`config.mk`:
```
export PLATFORM = sky130hd
export DESIGN_NAME = bounded_deque_search_remove
export DESIGN_NICKNAME = d
export VERILOG_FILES = /design/src/sv/bdsr_pkg.sv /design/src/sv/bdsr_cell.sv /design/src/sv/bounded_deque_search_remove.sv
export SDC_FILE = /design/constraint.sdc
export NUM_CORES = 2
export LEC_CHECK = 0
export BUFFER_PORTS_ARGS = -buffer_cell sky130_fd_sc_hd__buf_2
export CORE_ASPECT_RATIO = 2
export CORE_UTILIZATION = 55
export CTS_BUF_LIST = sky130_fd_sc_hd__clkbuf_4 sky130_fd_sc_hd__clkbuf_8
export CTS_CLUSTER_DIAMETER = 80
export CTS_CLUSTER_SIZE = 20
export DETAILED_ROUTE_END_ITERATION = 16
export MAX_ROUTING_LAYER = met4
export PLACE_DENSITY = 0.68
export SYNTH_ARGS = -nofsm -noshare
export SYNTH_HDL_FRONTEND = slang
export SYNTH_SLANG_ARGS = --single-unit
```
`constraint.sdc`:
```
create_clock -name clk -period 9.8 [get_ports clk]
set_input_delay 0.98 -clock clk [delete_from_list [all_inputs] [get_ports clk]]
set_output_delay 0.98 -clock clk [all_outputs]
set_load 0.01 [all_outputs]
```
`src/sv/bdsr_pkg.sv`:
```
// bdsr_pkg: request/response payload types, request and status codes, and the
// per-cycle command struct broadcast to the cells of the deque.
// No dependencies.
package bdsr_pkg;

	localparam logic [2:0] REQ_PUSH_FRONT = 3'd0;
	localparam logic [2:0] REQ_PUSH_BACK  = 3'd1;
	localparam logic [2:0] REQ_POP_FRONT  = 3'd2;
	localparam logic [2:0] REQ_POP_BACK   = 3'd3;
	localparam logic [2:0] REQ_SEARCH     = 3'd4;
	localparam logic [2:0] REQ_REMOVE     = 3'd5;

	localparam logic [1:0] ST_OK       = 2'd0;
	localparam logic [1:0] ST_EMPTY    = 2'd1;
	localparam logic [1:0] ST_FULL     = 2'd2;
	localparam logic [1:0] ST_NOTFOUND = 2'd3;

	typedef struct packed {
		logic        [2:0]  req_type;
		logic signed [31:0] value;
	} req_t;

	typedef struct packed {
		logic [1:0] status;
		logic [4:0] entry_count;
		logic       list_empty;
	} rsp_t;

	// Broadcast to every cell for the transfer being applied this cycle.
	typedef struct packed {
		logic               push_front; // take left neighbor, cell 0 takes value
		logic               push_back;  // cell at index count takes value
		logic               pop_front;  // every cell takes right neighbor
		logic               remove;     // cells at or past first match take right
		logic signed [31:0] value;
	} cmd_t;

endpackage

```
`src/sv/bdsr_cell.sv`:
```
// bdsr_cell: one entry of the deque plus its slice of the first-match chain.
// Depends on bdsr_pkg (cmd_t).
module bdsr_cell import bdsr_pkg::*; #(
	parameter int CNT_W = 5,
	parameter int IDX   = 0
) (
	input  logic               clk,
	input  cmd_t               cmd,
	input  logic [CNT_W-1:0]   count,
	input  logic signed [31:0] left_data,
	input  logic signed [31:0] right_data,
	input  logic               hit_in,
	output logic               hit_out,
	output logic signed [31:0] data
);

	localparam logic [CNT_W-1:0] IDX_C = CNT_W'(IDX);

	logic signed [31:0] data_q;
	logic               occupied;
	logic               match;

	assign occupied = count > IDX_C;
	assign match    = occupied && (data_q == cmd.value);
	assign hit_out  = hit_in | match;
	assign data     = data_q;

	// entry storage has no reset; only slots below count are ever observed
	always_ff @(posedge clk) begin
		if (cmd.push_front) begin
			data_q <= left_data;
		end else if (cmd.push_back && count == IDX_C) begin
			data_q <= cmd.value;
		end else if (cmd.pop_front || (cmd.remove && hit_out)) begin
			data_q <= right_data;
		end
	end

endmodule

```
`src/sv/bounded_deque_search_remove.sv`:
```
// bounded_deque_search_remove: top level, a row of bdsr_cell entries with
// count and response register.  Depends on bdsr_pkg and bdsr_cell.
//
//  channel | direction | handshake             | payload
//  --------+-----------+-----------------------+-----------------------------
//  req     | in        | req_valid / req_stall | req_t  {req_type, value}
//  rsp     | out       | rsp_valid / rsp_stall | rsp_t  {status, entry_count,
//          |           |                       |         list_empty}
//
// One request per cycle while req_stall is low: every cell compares against the value at once, the
// first-match flag ripples down the row, and all cells shift in the same edge.
// The response is registered and appears in the cycle after the request transfer.
// req_stall is raised only while a held response is itself stalled.
// Reset clears count and the response valid; entry contents are not reset.
module bounded_deque_search_remove import bdsr_pkg::*; #(
	parameter int CAPACITY = 16
) (
	input  logic clk,
	input  logic arst_n,
	input  logic req_valid,
	output logic req_stall,
	input  req_t req,
	output logic rsp_valid,
	input  logic rsp_stall,
	output rsp_t rsp
);

	localparam int               CNT_W = $clog2(CAPACITY + 1);
	localparam logic [CNT_W-1:0] CAP_C = CNT_W'(CAPACITY);
	localparam logic [CNT_W-1:0] ONE_C = CNT_W'(1);

	logic [CNT_W-1:0] count_q;
	logic [CNT_W-1:0] count_nxt;
	logic             rsp_valid_q;
	rsp_t             rsp_q;
	logic [1:0]       status;
	logic             take;
	logic             full;
	logic             empty;
	logic             found;
	cmd_t             cmd;
	logic [CNT_W+4:0] count_ext;

	logic signed [31:0] cell_data [CAPACITY];
	logic [CAPACITY:0]  hit;

	// a held response only blocks input while it is stalled itself
	assign req_stall = rsp_valid_q & rsp_stall;
	assign take      = req_valid & ~req_stall;
	assign full      = count_q == CAP_C;
	assign empty     = count_q == '0;
	assign found     = hit[CAPACITY];

	// cell commands; guarded here so the row only moves on a real change
	always_comb begin
		cmd.value      = req.value;
		cmd.push_front = take && req.req_type == REQ_PUSH_FRONT && !full;
		cmd.push_back  = take && req.req_type == REQ_PUSH_BACK && !full;
		cmd.pop_front  = take && req.req_type == REQ_POP_FRONT && !empty;
		cmd.remove     = take && req.req_type == REQ_REMOVE;
	end

	// status and next count
	always_comb begin
		status    = ST_OK;
		count_nxt = count_q;
		unique case (req.req_type)
			REQ_PUSH_FRONT, REQ_PUSH_BACK: begin
				if (full) status = ST_FULL;
				else      count_nxt = count_q + ONE_C;
			end
			REQ_POP_FRONT, REQ_POP_BACK: begin
				if (empty) status = ST_EMPTY;
				else       count_nxt = count_q - ONE_C;
			end
			REQ_SEARCH: begin
				if (empty)       status = ST_EMPTY;
				else if (!found) status = ST_NOTFOUND;
			end
			REQ_REMOVE: begin
				if (empty)       status = ST_EMPTY;
				else if (!found) status = ST_NOTFOUND;
				else             count_nxt = count_q - ONE_C;
			end
			default: begin
				// unused codes leave the list alone and report ok
			end
		endcase
	end

	// the row of cells; hit[i] means a match sits ahead of cell i
	assign hit[0] = 1'b0;

	for (genvar i = 0; i < CAPACITY; i++) begin : g_cell
		logic signed [31:0] left_d;
		logic signed [31:0] right_d;

		if (i == 0) begin : g_first
			assign left_d = req.value;
		end else begin : g_mid
			assign left_d = cell_data[i-1];
		end

		if (i == CAPACITY - 1) begin : g_last
			assign right_d = cell_data[i];
		end else begin : g_inner
			assign right_d = cell_data[i+1];
		end

		bdsr_cell #(
			.CNT_W (CNT_W),
			.IDX   (i)
		) u_cell (
			.clk        (clk),
			.cmd        (cmd),
			.count      (count_q),
			.left_data  (left_d),
			.right_data (right_d),
			.hit_in     (hit[i]),
			.hit_out    (hit[i+1]),
			.data       (cell_data[i])
		);
	end

	always_ff @(posedge clk or negedge arst_n) begin
		if (!arst_n) begin
			count_q     <= '0;
			rsp_valid_q <= 1'b0;
		end else begin
			if (take) begin
				count_q     <= count_nxt;
				rsp_valid_q <= 1'b1;
			end else if (!rsp_stall) begin
				rsp_valid_q <= 1'b0;
			end
		end
	end

	// entry_count carries the low five bits of the count
	assign count_ext = {5'b0, count_nxt};

	always_ff @(posedge clk) begin
		if (take) begin
			rsp_q.status      <= status;
			rsp_q.entry_count <= count_ext[4:0];
			rsp_q.list_empty  <= count_nxt == '0;
		end
	end

	assign rsp_valid = rsp_valid_q;
	assign rsp       = rsp_q;

endmodule

```
==> out/results.tsv <==
metric	value	unit
num_vias	24500	
area_growth	1.91	%
path_clk_slew	0.13	ns
pwr-share-comb	18.3	%
p_sw_share	32.1	%
num-nets-final	3072	
ys_ff_latch	526	
start_kind	input pin	
clock_sinks	526	
htree_levels	1	
arrival	5.55	ns
finalSetupTns	0	ns
worst_hold_path_type	in -> async	
grt_max_degree	307	
ys_warn_count	0	
slew_headroom	4.42	%
ctsHoldBuffers	0	
final_cell_mix	nand2_1, edfxtp_1, mux2i_1	
final_area	0.0341	mm^2
p_sw	1500	uW
cts_resized	0	
crit_cells	13	
fin_util	56.8	%
drive_gt1_share	7.67	%
drtIter0Drc	2548	
die_x	176	um
fp.dieH	351	um
cts_buffers	30	
path_cells	buf_2 -> buf_4 -> xor2_1 -> nor4_1 -> nand3_1 -> a2111oi_4 -> nor4_4 -> nand2_1 -> or3_1 -> o21bai_1 -> o21ai_1 -> nand3b_1 -> buf_4	
grt_pass1_vias	24300	
dieArea	0.0619	mm^2
antenna_left	0	
wl	123000	um
vdd_drop_max	0.148	mV
hpwl	87300	um
fin_crit_sh	52.2	%
antenna_found_initial	6	
path_buf_inv	3	
finalMaxSlewViolations	0	
r2r-start	count_q[4]$_DFFE_PN0P_	
yosysSeqAreaShare	47.1	%
clockBufferDepth	3	
critical_path.top_delay_family	simple AND/OR/NAND/NOR gates	
overflow	0	
syn_inst	3183	
p_int	3180	uW
endpoint_kind	register	
syn_area	0.0335	mm^2
period_minus_slack	5.12	ns
power.density	137	mW/mm^2
status	finished clean	
r2r_cells	11	
fin_skew	0.0425	ns
place_inst	3769	
crit_start	req[1]	
pre_cts_ws	4.10	ns
grt_use_total	41.1	%
layout.cells.non_filler	3817	
max_stage_delay	1.17	ns
start_util	55.8	%
cts_setup_buffers	0	
final_common_cell	nand2_1	
clkLatencyLatePin	0.76	ns
finalSetupViolCount	0	
drcViolationCount	0	
hold_viol_final	0	
drt-pass1-iter-count	6	
synthFlopType	edfxtp_1	
power_frac_seq	58.5	%
io_buffers	48	
io_pins	49	
cts_root_buf	clkbuf_8	
synth_edf_count	520	
synthArstFlopShare	1.14	%
p_leak	0.0117	uW
clock.fmax	195	MHz
core_area	0.0601	mm^2
rsz0062_at_grt	no	
grt_pass1_wl	175000	um
ys_types	72	
post_dp_cell_area	0.0336	mm^2
num_rows	127	
cts_tree	yes	
setup_ws	4.68	ns
gp_congestion	1.04	
via_per_inst	6.42	
crit_slowest_cell	nor4_1	
crit_path_frequent_cell	buf_4	
synthesis.nets	3228	
wire_per_inst	32.1	um
syn_area_per_cell	10.5	um^2
criticalPathCategory	in -> reg	
power_frac_clock	23.2	%
tightest_slew	1.42	ns
max-cap-violations	0	
crit_fanout	21	
cp.required	10.23	ns
Yosys cell counts (all sizes together), types with 2 or more instances:
master / number / area [um^2]
a2111oi: 4 / 80.1
a211o: 2 / 17.5
a211oi: 2 / 15.0
a21o: 2 / 15.0
a21oi: 9 / 45.0
a31oi: 5 / 31.3
and2: 10 / 67.6
and3: 2 / 12.5
buf: 172 / 1210
clkbuf: 127 / 477
dfrtp: 6 / 150
edfxtp: 520 / 15600
ha: 6 / 75.1
inv: 6 / 22.5
mux2: 34 / 387
mux2i: 448 / 4480
nand2: 584 / 2190
nand2b: 4 / 25.0
nand3: 22 / 115
nand3b: 7 / 52.6
nand4: 68 / 425
nor2: 21 / 78.8
nor2b: 3 / 18.8
nor3: 12 / 81.3
nor4: 89 / 624
o2111ai: 2 / 23.8
o211ai: 4 / 30.0
o21ai: 466 / 2330
o21ba: 2 / 20.0
o221ai: 2 / 17.5
o22ai: 3 / 18.8
o31ai: 2 / 28.8
or2: 3 / 21.3
or3: 4 / 25.0
or4: 2 / 18.8
xnor2: 229 / 2010
xor2: 284 / 2490
power by group through the flow:
stage               combinational [uW]  sequential, uW  clock, uW
global placement                   810            2780          0
finish                             858            2740       1090
global route                       893            2750       1140
CTS                                819            2730       1090
detailed placement                 816            2790          0
floorplan                          575            2690          0
flip-flops by register name, summed over array words and instances (netlist names):
register and count:
rsp_valid 1, count_q 5, rsp 8, g_cell.u_cell.data 512
metal layers:
| metal | global-route usage (%) | part of all wire [%] |
|---|---|---|
| met3 | 6.29 | 5.6 |
| met5 | - | 0 |
| met1 | 39.5 | 32 |
| met4 | 43.3 | 13 |
| met2 | 67.8 | 50 |
kinds of logic (layout without fill, tap and decap cells):
family          Yosys count  after routing  share of synthesized area [%]
simple gates            836            836                           11.4
flops                   526            526                           47.1
compound gates          514            514                           8.27
xor+xnor                513            513                           13.4
mux                     482            482                           14.5
buf+inv                 306            161                           5.11
fa+ha+maj                 6              6                          0.224
other cells               0              5                              0
path summary, 6_finish.rpt:
| kind | end | slack, ns |
|---|---|---|
| worst min-delay path | count_q[4]$_DFFE_PN0P_ | 0.03 |
| max in group asynchronous | count_q[2]$_DFFE_PN0P_ | 9.62 |
| worst min register to register | rsp_valid$_DFFE_PN0P_ | 0.57 |
| worst max register to register | g_cell[12].u_cell.data[24]$_DFFE_PP_ | 4.75 |
| min in group clk | rsp_valid$_DFFE_PN0P_ | 0.45 |
| worst max-delay path | g_cell[12].u_cell.data[24]$_DFFE_PP_ | 4.68 |
area by class of cell:
type / instances / area [um^2]
antenna: 5 / 12.5
clock buffer: 42 / 515
clock inverter: 1 / 16.3
fill: 5301 / 25900
inverter: 7 / 26.3
multi-input combinational: 2351 / 16100
sequential: 526 / 15800
tap: 774 / 968
timing repair buffer: 111 / 738
through the flow:
stage                     total power (uW)  hold WS, ns
after floorplan                       3270        0.543
after global placement                3590        0.506
after detailed placement              3600        0.531
after CTS                             4640       0.0106
after global routing                  4780       0.0289
final                                 4680       0.0276
(Power assumes the default switching activity.)
